===== src/design/tcc_pkg.sv =====
// Shared constants, command/status types and helpers for the text console cursor engine.
`default_nettype none

package tcc_pkg;

   // screen geometry
   localparam int COLUMNS    = 80;
   localparam int ROWS       = 25;
   localparam int CELLS      = COLUMNS * ROWS;
   localparam int COPY_CELLS = (ROWS - 1) * COLUMNS;

   // field widths
   localparam int OP_W    = 3;
   localparam int CHAR_W  = 8;
   localparam int ATTR_W  = 8;
   localparam int COORD_W = 8;
   localparam int CELL_W  = 16;
   localparam int COL_W   = 7;
   localparam int ROW_W   = 5;
   localparam int POS_W   = 11;
   localparam int ADDR_W  = $clog2(CELLS);
   localparam int CNT_W   = $clog2(CELLS + 1);

   // operation codes
   localparam logic [OP_W-1:0] OP_PUT_CHAR = 3'd0;
   localparam logic [OP_W-1:0] OP_SET_CUR  = 3'd1;
   localparam logic [OP_W-1:0] OP_WR_CELL  = 3'd2;
   localparam logic [OP_W-1:0] OP_CLEAR    = 3'd3;
   localparam logic [OP_W-1:0] OP_RD_CELL  = 3'd4;

   // character codes with special handling
   localparam logic [CHAR_W-1:0] CH_NEWLINE   = 8'h0A;
   localparam logic [CHAR_W-1:0] CH_RETURN    = 8'h0D;
   localparam logic [CHAR_W-1:0] CH_BACKSPACE = 8'h08;
   localparam logic [CHAR_W-1:0] CH_TAB       = 8'h09;
   localparam logic [CHAR_W-1:0] CH_SPACE     = 8'h20;

   localparam logic [ATTR_W-1:0] RESET_ATTR = 8'h07;
   localparam logic [CELL_W-1:0] RESET_CELL = {RESET_ATTR, CH_SPACE};

   // controller to datapath
   typedef struct packed {
      logic capture;      // take the request word
      logic execute;      // apply the captured item
      logic sweep_start;  // begin a pass over the cell memory
      logic sweep_init;   // pass writes the power-on blank
      logic load_rsp;     // load the response register
   } tcc_cmd_type;

   // datapath to controller
   typedef struct packed {
      logic need_scroll;
      logic need_clear;
      logic sweep_done;
   } tcc_stat_type;

   // linear cell address of a row and column
   function automatic logic [ADDR_W-1:0] cell_addr(input logic [ROW_W-1:0] r,
                                                   input logic [COL_W-1:0] c);
      logic [ADDR_W-1:0] rr;
      logic [ADDR_W-1:0] cc;
      rr = ADDR_W'(r);
      cc = ADDR_W'(c);
      return ADDR_W'(rr * ADDR_W'(COLUMNS)) + cc;
   endfunction

endpackage

`default_nettype wire


===== src/design/tcc_ctrl.sv =====
// Control state machine: request handshake, memory pass sequencing, response register valid.
`default_nettype none

module tcc_ctrl (
   input  wire logic                  clock,
   input  wire logic                  reset,
   input  wire logic                  req_valid,
   output logic                       req_ready,
   output logic                       rsp_valid,
   input  wire logic                  rsp_ready,
   input  wire tcc_pkg::tcc_stat_type stat,
   output tcc_pkg::tcc_cmd_type       cmd
);

   localparam logic [2:0] ST_BOOT  = 3'd0;
   localparam logic [2:0] ST_INIT  = 3'd1;
   localparam logic [2:0] ST_IDLE  = 3'd2;
   localparam logic [2:0] ST_EXEC  = 3'd3;
   localparam logic [2:0] ST_SWEEP = 3'd4;
   localparam logic [2:0] ST_RESP  = 3'd5;

   logic [2:0] state_ff, state_in;
   logic       rsp_valid_ff, rsp_valid_in;
   logic       out_free;

   assign out_free  = !rsp_valid_ff || rsp_ready;
   assign rsp_valid = rsp_valid_ff;

   // next state and commands
   always_comb begin
      state_in  = state_ff;
      cmd       = '0;
      req_ready = 1'b0;
      case (state_ff)
         ST_BOOT: begin
            cmd.sweep_start = 1'b1;
            cmd.sweep_init  = 1'b1;
            state_in        = ST_INIT;
         end
         ST_INIT: begin
            if (stat.sweep_done) state_in = ST_IDLE;
         end
         ST_IDLE: begin
            req_ready = 1'b1;
            if (req_valid) begin
               cmd.capture = 1'b1;
               state_in    = ST_EXEC;
            end
         end
         ST_EXEC: begin
            cmd.execute = 1'b1;
            if (stat.need_scroll || stat.need_clear) begin
               cmd.sweep_start = 1'b1;
               state_in        = ST_SWEEP;
            end else begin
               state_in = ST_RESP;
            end
         end
         ST_SWEEP: begin
            if (stat.sweep_done) state_in = ST_RESP;
         end
         ST_RESP: begin
            if (out_free) begin
               cmd.load_rsp = 1'b1;
               req_ready    = 1'b1;
               if (req_valid) begin
                  cmd.capture = 1'b1;
                  state_in    = ST_EXEC;
               end else begin
                  state_in = ST_IDLE;
               end
            end
         end
         default: begin
            state_in = ST_BOOT;
         end
      endcase
   end

   // response valid: set on load, cleared when taken
   always_comb begin
      rsp_valid_in = rsp_valid_ff;
      if (cmd.load_rsp) rsp_valid_in = 1'b1;
      else if (rsp_ready) rsp_valid_in = 1'b0;
   end

   always_ff @(posedge clock) begin
      if (reset) begin
         state_ff     <= ST_BOOT;
         rsp_valid_ff <= 1'b0;
      end else begin
         state_ff     <= state_in;
         rsp_valid_ff <= rsp_valid_in;
      end
   end

endmodule

`default_nettype wire


===== config.mk =====
export PLATFORM = sky130hd
export DESIGN_NAME = tcc_ctrl
export DESIGN_NICKNAME = d
export VERILOG_FILES = /design/src/design/tcc_pkg.sv /design/src/design/tcc_ctrl.sv
export SDC_FILE = /design/constraint.sdc
export NUM_CORES = 1
export LEC_CHECK = 0
export ABC_AREA = 1
export ABC_CLOCK_PERIOD_IN_PS = 1600
export BUFFER_PORTS_ARGS = -buffer_cell sky130_fd_sc_hd__buf_4
export CAP_MARGIN = 20
export CORE_AREA = 2 2 39 41
export CTS_CLUSTER_DIAMETER = 30
export DETAILED_ROUTE_END_ITERATION = 12
export DIE_AREA = 0 0 41 43
export GPL_TIMING_DRIVEN = 0
export PLACE_DENSITY = 0.51
export SLEW_MARGIN = 10
export SYNTH_ARGS = -nofsm -noshare
export SYNTH_HDL_FRONTEND = slang
export SYNTH_SLANG_ARGS = --single-unit
export TNS_END_PERCENT = 30

===== constraint.sdc =====
create_clock -name clock -period 1.6 [get_ports clock]
set_clock_uncertainty 0.2 [all_clocks]
set_input_delay 0 -clock clock [delete_from_list [all_inputs] [get_ports clock]]
set_output_delay 0 -clock clock [all_outputs]
set_load 0.01 [all_outputs]

* Yosys cells after proc, flatten, opt, wreduce, memory -nomap -nowiden
Cells that the tools add are included.
** Word-level totals
- Register bits after elaboration :: 4
- Bits in latches :: 0
- Memory bits (writable) :: 0
- Bits in read-only memories :: 0
- Input bits :: 7
- Output and inout port bits :: 7
- Logic and storage cells :: 36
- Memories kept :: 0
** Operators by class
- Add/subtract/negate cells :: 0
- Multipliers :: 0
- Div/mod/pow operators :: 0
- Order comparisons :: 0
- Eq/ne operators :: 9
- Shifts and indexed selects :: 0
- Muxes and demuxes :: 19
- Bitwise operators :: 0
- Reduce and logical (&&, ||, !) cells :: 6
** Operators by type and width (count)
- 3-bit case mux with 6 select lines :: 1
- 3-bit 2-to-1 mux :: 4
- 1-bit 2-to-1 mux :: 11
- 2-bit != test, second input constant :: 4
- 3-bit by 2-bit equality test with 1-bit output, second input constant :: 2
- 3-bit equality test, second input constant :: 2
- 1-bit case mux with 2 select lines :: 3
- 4-bit AND reduction :: 1
- 3-bit by 1-bit equality test with 1-bit output, second input constant :: 1
- 3-bit logical NOT :: 1
- 1-bit logical OR :: 2
- 2-bit nonzero test :: 1
- 1-bit logical NOT :: 1

* Longest topological paths before layout
Gate-level depths: netlist (run 1).
- Word-level depth :: 5
- Depth in mapped cells :: 8
- Mapped depth without buffers :: 8

* Worst setup path before layout (run 1)
OpenSTA, ideal clock, no wires.
- Path type :: register to register
- From :: register state_ff[1]
- To :: register state_ff[0]
- Library setup time :: 119 ps
- Arrival time :: 922 ps
- Path slack :: 359 ps
- Cell stages (with the launch flop) :: 8
- Cells stage by stage :: dfxtp_1 inv_2 nand3_2 nor2_4 nor2_4 nand3_2 nand2_1 nor2_2
** On the way
- Word-level cells in the longest chain between the ends :: 3
- Elaborated cells on any way between the ends :: 12
** RTL lines
- start: declaration :: line tcc_ctrl.sv:22 : logic [2:0] state_ff, state_in;
- start signal: assignment :: line tcc_ctrl.sv:92 : state_ff <= state_in;
- 3-bit equality test, or another cell as far along :: line tcc_ctrl.sv:34 : case (state_ff)
- 2-bit != test (no line)
- 4-bit AND reduction (no line)
Several ways; a longest one is shown, not always the timed one.
A chain may end at the register's enable or synchronous reset.

==> impl_metrics.yaml, run 1 <==
yosys:
  synthesis.area_um2: 349.1
  synth_compound_area_share_pct: 10.75
  ys_types: 15
  syn_nets: 62
  syn-instance-count: 55
  synth_warnings: 0
  synth-seq-cells: 4
  yosys.area_share.adder_pct: 0
  synthMuxAreaShare_pct: 0
  syn-mean-instance-area_um2: 6.347
  seq_area_frac_synth_pct: 22.94
  synth_simple_gate_area_share_pct: 52.33
  synthXorXnorAreaFrac_pct: 0
  synth_top_family_by_area: "simple AND/OR/NAND/NOR gates"
setup_path:
  cp-start-kind: "flop"
  worstSetupPathType: "flop to primary output"
  critPathRequiredTime_ns: 1.40
  arrival_ns: 1.27
  worst-path-max-fanout: 5
  worst_setup_path_end_kind: "primary output"
layout:
  nets: 84
  diodes: 0
  syn2layout_area_growth_pct: 51.97
  drive_above_1_share_pct: 45.33
die:
  dieArea_mm2: 0.001763
  ios: 14
  die_y_um: 43
  die_w_um: 41
  coreArea_mm2: 0.001384
  start_util_pct: 25.23
  std_cell_rows: 14
timing:
  layout_setup_ws_ns: 0.1280
  setup_viol: 0
  slew_headroom_pct: 86.16
  rsz0062_at_grt: "no"
  period_share_pct: 92.00
  slew_violations: 0
  fin_setup_tns_ns: 0
  period_needed_ns: 1.472
  hold_violations: 0
  fmax_mhz: 679.4
  worst_pin_slew_ns: 0.2073
grt:
  grt_pass1_vias: 335
  grt_overflow: 0
  antenna_found_initial: 0
  track_usage_pct: 10.34
  grt_max_degree: 8
  grt_pass1_wl_mm: 1.173
clock_tree:
  cts.sinks: 4
  numCtsBuffers: 3
  postCtsSetupRepairBufs: 0
  cts.path.max_buffers: 2
  root_buffer: "clkbuf_4"
  cts_max_level: 1
  clk_latency_ns: 0.23
  cts_tree: "done"
  cts.clk_slew.worst_paths_ns: 0.04
place:
  port_buffers: 13
  dpl_worst_slack_ns: 0.2515
  gp_congestion: 0.7715
  hpwlAfterDp_um: 588.3
detailed_routing:
  vias: 374
  final_antenna_net_count: 0
  via_per_inst: 4.110
  drt_first_pass_iters: 2
  drt_wl_total_um: 718
  drc: 0
  drt-initial-drc-count: 2
  wl_per_cell_um: 7.890
flow_run:
  drv_cap: 0
worst_hold_path:
  worstHoldPathType: "primary input to flop"
power_and_ir_drop:
  vdd_drop_max_mv: 0.7059
  p_leak_uw: 0.0002899
  p_per_area_mw_per_mm2: 1759
outcome:
  status: "complete, no violations"
==> placed cells by master, fill, tap and decap left out, types with 3 or more instances in the layout <==
cell type / count
a21oi_1: 3
buf_4: 14
clkbuf_4: 3
dfxtp_1: 3
dlygate4sd3_1: 4
inv_1: 7
inv_2: 4
nand2_1: 11
nand3_2: 5
nor2_1: 9
nor2_2: 3
==> per-stage QoR <==
| step | hold WS, ns | instances | power, µW | area [µm²] | utilization, % |
|---|---|---|---|---|---|
| after global placement | -0.02174 | 84 | 814.3 | 466.7 | 33.73 |
| after floorplan | -0.1376 | 55 | 612.7 | 349.1 | - |
| final | 0.1807 | 91 | 933.3 | 530.5 | 38.34 |
| after global routing | 0.2314 | 91 | 1023 | 530.5 | 38.34 |
| after detailed placement | -0.02106 | 84 | 811.5 | 466.7 | 33.73 |
| after CTS | 0.1775 | 91 | 948.1 | 529.3 | 38.25 |
==> layout make-up <==
| class | count | area [µm²] |
|---|---|---|
| sequential | 4 | 81.33 |
| clock buffer | 3 | 22.52 |
| buffer | 1 | 7.507 |
| tap | 16 | 20.02 |
| timing repair buffer | 17 | 137.6 |
| fill | 152 | 853.3 |
| multi-input combinational | 39 | 220.2 |
| inverter | 11 | 41.29 |
==> per-layer routing <==
metal / up-vias / share of wire, % / wire [µm] / GRT usage [%]
met1: 155 / 45 / 323 / 11.58
met2: 5 / 49 / 351 / 13.44
met4: 0 / 1.4 / 10 / 12.00
met5: - / 0 / 0 / 0
met3: 2 / 4.6 / 33 / 3.141
li1: 212 / - / - / -
==> worst paths after layout <==
path / from / endpoint / slack, ns / cells past startpoint
setup / recovery: state_ff[1] / cmd[4] / 0.13 / 6
hold / removal: stat[2] / state_ff[0] / 0.18 / 8
setup reg to reg: state_ff[1] / state_ff[0] / 0.25 / 7
hold reg to reg: state_ff[2] / state_ff[2] / 0.36 / 2
==> cell families after synthesis <==
logic type      count (synthesis)
compound gates                  6
flops                           4
buf+inv                        12
simple gates                   33
==> worst max-delay path, cell delays in order (launching register included) <==
cell     delay (ns)
dfxtp_1        0.35
inv_2          0.11
nand3_2        0.13
nor2_2         0.14
inv_2          0.05
a21oi_1        0.12
buf_4          0.14
==> flip-flops by register name, indices dropped and copies added (netlist names) <==
name       count
rsp_valid      1
state_ff       3
==> cell usage after synthesis, drive strengths merged <==
master,count,area share [%]
dfxtp,4,23
a31o,1,2.5
nand3,7,17
nor2,14,22
o21ai,1,1.4
inv,11,12
a21oi,4,6.8
nand2,12,14
buf,1,2.2
==> where the power goes <==
| part | switching (µW) | leakage (µW) | total [µW] | internal (µW) |
|---|---|---|---|---|
| logic | 321 | 0.000243 | 601 | 280 |
| clock network | 36.9 | 0.0000138 | 120 | 83.6 |
| registers | 66.6 | 0.0000333 | 212 | 146 |
| total | 424 | 0.000290 | 933 | 509 |
==> repair_timing <==
action,in CTS,in global routing
hold buffers,4,0
endpoints found under the setup margin,0,1
endpoints found under the hold margin,4,0
resized for setup,0,1
No activity file was read; power rests on OpenSTA's default activity.
==> inputs of run 2 (changes only) <==
- ABC_AREA: 1 -> not set
- CTS_CLUSTER_DIAMETER: 30 -> 100
- PLACE_DENSITY: 0.51 -> 0.46
==> run 2 against run 1 <==
  * Non-clock buffer count up 8
  * Cell area up 2.8%
  * Synthesized area down 15%
  * Worst setup slack worse by 0.081 ns
  * Sequential share of layout area about the same
  * Die area unchanged
  * Utilization up 1.1 points
==> impl_metrics.yaml, run 2 <==
outcome:
  status: "complete, no violations"
yosys:
  syn_nets: 48
  synth_area_leaders: "dfxtp_1 27%, nor2_1 8.9%, nand2_1 7.6%, a21oi_1 6.8%, nand2b_1 4.2%"
  synth-seq-cells: 4
  synth.most_common_cell: "nor2_1"
  synthesis.area_um2: 296.5
  syn-mean-instance-area_um2: 7.233
  seq_area_frac_synth_pct: 27.00
  synth_edf_count: 0
  ys_types: 22
  synth_top_area_cell: "dfxtp_1"
  async_flop_share_pct: 0
  syn-instance-count: 41
  synthFlopType: "dfxtp_1"
  synth_commonest_cells: "7 x nor2_1, 6 x nand2_1, 4 x a21oi_1, 4 x dfxtp_1"
  synth_warnings: 0
  synth_top_cell_area_share_pct: 27.00
timing:
  slew_headroom_pct: 78.48
  hold_violations: 0
  fmax_mhz: 644.1
  setup_viol: 0
  slew_violations: 0
  fin_setup_tns_ns: 0
  layout_setup_ws_ns: 0.04746
  rsz0062_at_grt: "no"
  period_needed_ns: 1.553
  period_share_pct: 97.03
  worst_pin_slew_ns: 0.3178
power_and_ir_drop:
  seqPwrFrac_pct: 22.4
  p_per_area_mw_per_mm2: 1084
  vdd_drop_max_mv: 0.3685
  p_leak_uw: 0.0002480
  p_switching_uw: 192.1
  clkPwrFrac_pct: 20.1
  switching_share_pct: 32.48
  combPwrFrac_pct: 57.5
  power_uw: 591.4
  p_int_uw: 399.4
layout:
  diodes: 0
  mostFrequentLayoutCell: "buf_4"
  drive_above_1_share_pct: 44.78
  fillers: 153
  syn2layout_area_growth_pct: 83.97
  final_cell_area_um2: 545.5
  top_register: "state_ff"
  largest_reg_flops: 3
  final_cell_mix: "17 x buf_4, 7 x nor2_1, 6 x dlygate4sd3_1, 5 x nand2_1"
  nets: 76
clock_tree:
  numCtsBuffers: 3
  cts.clk_slew.worst_paths_ns: 0.03
  root_buffer: "clkbuf_4"
  cts_max_level: 1
  cts_tree: "done"
  clk_latency_ns: 0.23
  cts.path.max_buffers: 2
  cts.sinks: 4
setup_path:
  arrival_ns: 1.35
  worst-path-max-fanout: 6
  cp-start-kind: "flop"
  critPathRequiredTime_ns: 1.40
  crit_family: "simple AND/OR/NAND/NOR gates"
  slowest_stage: "dfxtp_4"
  path_buf_inv: 1
  crit_path_max_incr_delay_ns: 0.35
  timing.rr.start: "state_ff[0]"
  worst_setup_path_end_kind: "primary output"
  path_cells: "and2b_4, nand2_2, o22ai_2, and2_4, buf_6"
  worstSetupPathType: "flop to primary output"
  startpoint: "state_ff[1]"
die:
  dieArea_mm2: 0.001763
  ios: 14
  die_y_um: 43
  std_cell_rows: 14
  coreArea_mm2: 0.001384
  die_w_um: 41
  start_util_pct: 21.43
detailed_routing:
  wl_per_cell_um: 9.157
  final_antenna_net_count: 0
  vias: 362
  drt-initial-drc-count: 3
  drt_first_pass_iters: 2
  drt_wl_total_um: 760
  drc: 0
  via_per_inst: 4.361
place:
  gp_congestion: 0.6630
  placed_area_um2: 414.1
  hpwlAfterDp_um: 555.4
  dpl_worst_slack_ns: 0.08440
  port_buffers: 13
worst_hold_path:
  min_from: "reset"
  worstHoldPathType: "primary input to flop"
grt:
  track_usage_pct: 9.829
  grt_max_degree: 11
  grt_pass1_wl_mm: 1.124
  antenna_found_initial: 0
  grt_overflow: 0
  grt_pass1_vias: 287
flow_run:
  drv_cap: 0
-- run 2: area by class of cell --
class                      instances  area [µm²]  share of cell area [%]
clock buffer                       3       22.52                   4.128
buffer                             3       26.28                   4.817
multi-input combinational         32       193.9                   35.55
tap                               16       20.02                   3.670
timing repair buffer              23       191.4                   35.09
sequential                         4       83.83                   15.37
inverter                           2       7.507                   1.376
-- run 2: layer usage --
metal | GRT usage [%] | up-vias | routed length (µm)
li1 | - | 191 | -
met1 | 12.18 | 164 | 325
met2 | 13.13 | 5 | 397
met3 | 1.571 | 2 | 26
met4 | 10.00 | 0 | 10
met5 | 0 | - | 0
-- run 2: timing repair --
item                                    CTS  global route
buffers inserted                          0             4
hold endpoints to repair                  4             0
gates resized for setup                   2             4
pin swaps                                 0             2
hold buffers                              6             0
endpoints found under the setup margin    1             1
-- run 2: path summary, 6_finish.rpt --
kind | slack, ns | cells after the start | end
worst min register to register | 0.32 | 2 | rsp_valid
worst min-delay path | 0.31 | 3 | state_ff[1]
worst max register to register | 0.13 | 5 | state_ff[0]
worst max-delay path | 0.05 | 5 | cmd[4]
-- run 2: logic make-up after synthesis --
kind of cell | count (synthesis) | synth area share (%)
AOI/OAI and AO/OA | 8 | 16.46
buffers and inverters | 5 | 11.39
DFF | 4 | 27.01
xor gates and xnor gates | 1 | 2.954
muxes | 1 | 3.376
and+or+nand+nor | 22 | 38.82
-- run 2: power by group through the flow --
stage          sequential [µW]  combinational [µW]  clock [µW]
5_1_grt                    133                 371         130
3_5_place_dp               132                 265           0
4_1_cts                    131                 282         127
2_1_floorplan              129                 174           0
3_3_place_gp               132                 265           0
6_report                   132                 340         119
-- run 2: tightest hold or removal path: stages --
cell	delay [ns]
dlygate4sd3_1	0.52
buf_4	0.13
nor2_1	0.04
-- run 2: per-stage QoR --
step / hold slack (ns) / cells / utilization [%]
after global placement: 0.01490 / 70 / 29.93
after CTS: 0.3093 / 79 / 36.44
final: 0.3140 / 83 / 39.42
after detailed placement: 0.007825 / 70 / 29.93
after floorplan: -0.1309 / 41 / -
after global routing: 0.3235 / 83 / 39.42
==> inputs of run 3 (changes only) <==
- REMOVE_ABC_BUFFERS: not set -> 1
==> run 3 against run 2 <==
  * Maximum frequency grew 1.0%
  * First-iteration DRC count unchanged
  * Cell area decreased by 11%
  * Highest routed layer is now met3
  * Flip-flop and latch count did not move
==> impl_metrics.yaml, run 3 (synthesis results as in run 2) <==
clock_tree:
  cts_max_level: 1
  root_buffer: "clkbuf_4"
  postCtsSetupRepairBufs: 0
  cts.sinks: 4
  clk_latency_ns: 0.23
  numCtsBuffers: 3
  cts_tree: "done"
  cts.clk_slew.worst_paths_ns: 0.04
  cts.path.max_buffers: 2
layout:
  nets: 69
  final_cell_mix: "13 x buf_4, 7 x nor2_1, 6 x dlygate4sd3_1, 5 x nand2_1, 4 x a21oi_1"
  drive_above_1_share_pct: 40.00
  top_register: "state_ff"
  diodes: 0
  largest_reg_flops: 3
  syn2layout_area_growth_pct: 63.71
  mostFrequentLayoutCell: "buf_4"
  final_util_pct: 35.08
setup_path:
  r2r_end: "state_ff[0]"
  reg2reg_setup_slack_ns: 0.06
  reg2regPathDepth: 4
  worst_setup_path_end_kind: "flop"
  timing.rr.start: "state_ff[2]"
  worstSetupPathType: "flop to flop"
  path_buf_inv: 0
  arrival_ns: 1.48
  worst-path-max-fanout: 11
  critPathRequiredTime_ns: 1.54
  crit_path_max_incr_delay_ns: 0.37
  crit_family: "simple AND/OR/NAND/NOR gates"
  path_cells: "nand2b_2, or3_1, o311ai_1, mux2i_1"
  slowest_stage: "dfxtp_2"
  cp-start-kind: "flop"
grt:
  antenna_found_initial: 0
  grt_pass1_vias: 269
  track_usage_pct: 8.744
  grt_overflow: 0
  grt_pass1_wl_um: 993
  grt_max_degree: 12
detailed_routing:
  final_antenna_net_count: 0
  drc: 0
  drt_first_pass_iters: 3
  vias: 316
  drt-initial-drc-count: 3
  wl_per_cell_um: 9.000
  drt_wl_total_um: 684
  via_per_inst: 4.158
die:
  coreArea_mm2: 0.001384
  std_cell_rows: 14
  start_util_pct: 21.43
  dieArea_mm2: 0.001763
  die_w_um: 41
  ios: 14
  die_y_um: 43
worst_hold_path:
  min_from: "reset"
  worstHoldPathType: "primary input to flop"
  whs_path_depth: 3
  hold-path-endpoint: "state_ff[2]"
place:
  gp_congestion: 0.6190
  hpwlAfterDp_um: 513.4
  port_buffers: 13
outcome:
  status: "complete, no violations"
power_and_ir_drop:
  power_uw: 513.7
  p_per_area_mw_per_mm2: 1058
  vdd_drop_max_mv: 0.3150
  p_leak_uw: 0.0002110
flow_run:
  drv_cap: 0
timing:
  slew_headroom_pct: 80.12
  worst_pin_slew_ns: 0.2936
  period_share_pct: 96.06
  period_needed_ns: 1.537
  hold_violations: 0
  slew_violations: 0
  rsz0062_at_grt: "yes"
  fmax_mhz: 650.6
  setup_viol: 0
run 3: cell types whose count changed in the layout (fill, tap and decap cells not counted):
cell      previous run  this run
and2_1               0         1
and2_4               1         0
buf_4               17        13
buf_6                2         0
clkbuf_4             4         3
dfxtp_1              3         1
dfxtp_2              0         2
run 3: repair_timing:
item                                   in CTS  in global routing
setup endpoints to repair                   2                  2
endpoints found under the hold margin       4                  0
cloned                                      0                  0
pin swaps                                   0                  1
gates resized for setup                     3                  3
hold buffers                                6                  0
run 3: how the worst max path moves through the flow:
| stage | from | endpoint | slack (ns) | cells past startpoint |
|---|---|---|---|---|
| after floorplan | state_ff[2] | state_ff[0] | 0.16 | 4 |
| after global placement | state_ff[2] | state_ff[0] | -0.01 | 4 |
| after detailed placement | state_ff[2] | state_ff[0] | 0.03 | 4 |
| after CTS | state_ff[2] | state_ff[0] | 0.005 | 4 |
| after global routing | state_ff[2] | state_ff[0] | -0.01 | 4 |
| final | state_ff[2] | state_ff[0] | 0.06 | 4 |
run 3: worst min-delay path: cells and delay by family:
family                 cells  cell delay, ns
and+or+nand+nor            1            0.05
buffers and inverters      2            0.66
run 3: power by group:
| group | internal [µW] | switching (µW) | total [µW] |
|---|---|---|---|
| Sequential | 125 | 37.3 | 162 |
| Clock | 83.7 | 38.1 | 122 |
| Combinational | 129 | 101 | 230 |
| Total | 337 | 177 | 514 |
run 3: cell type report:
class                      instances  area [µm²]
clock buffer                       3       22.52
fill                             148       898.4
inverter                           2       7.507
multi-input combinational         32       191.4
sequential                         4       86.33
tap                               16       20.02
timing repair buffer              19       157.7
run 3: per-stage QoR:
stage / hold WS (ns) / cell area (µm²) / TNS (ns) / worst slack [ns] / cells
3_3_place_gp: 0.009772 / 387.9 / -0.009804 / -0.009804 / 67
5_1_grt: 0.3250 / 485.5 / -0.01876 / -0.01003 / 76
2_1_floorplan: -0.1309 / 270.3 / 0 / 0.1593 / 38
6_report: 0.3172 / 485.5 / 0 / 0.06300 / 76
4_1_cts: 0.3132 / 479.2 / 0 / 0.004988 / 76
3_5_place_dp: 0.007979 / 387.9 / 0 / 0.02786 / 67
run 3: metal layers:
layer | share of wire [%] | up-vias | track usage, %
met5 | 0 | - | 0
met3 | 4.2 | 0 | 4.712
li1 | - | 174 | -
met1 | 46 | 136 | 10.65
met2 | 50 | 6 | 11.25
met4 | 0 | 0 | 6.000
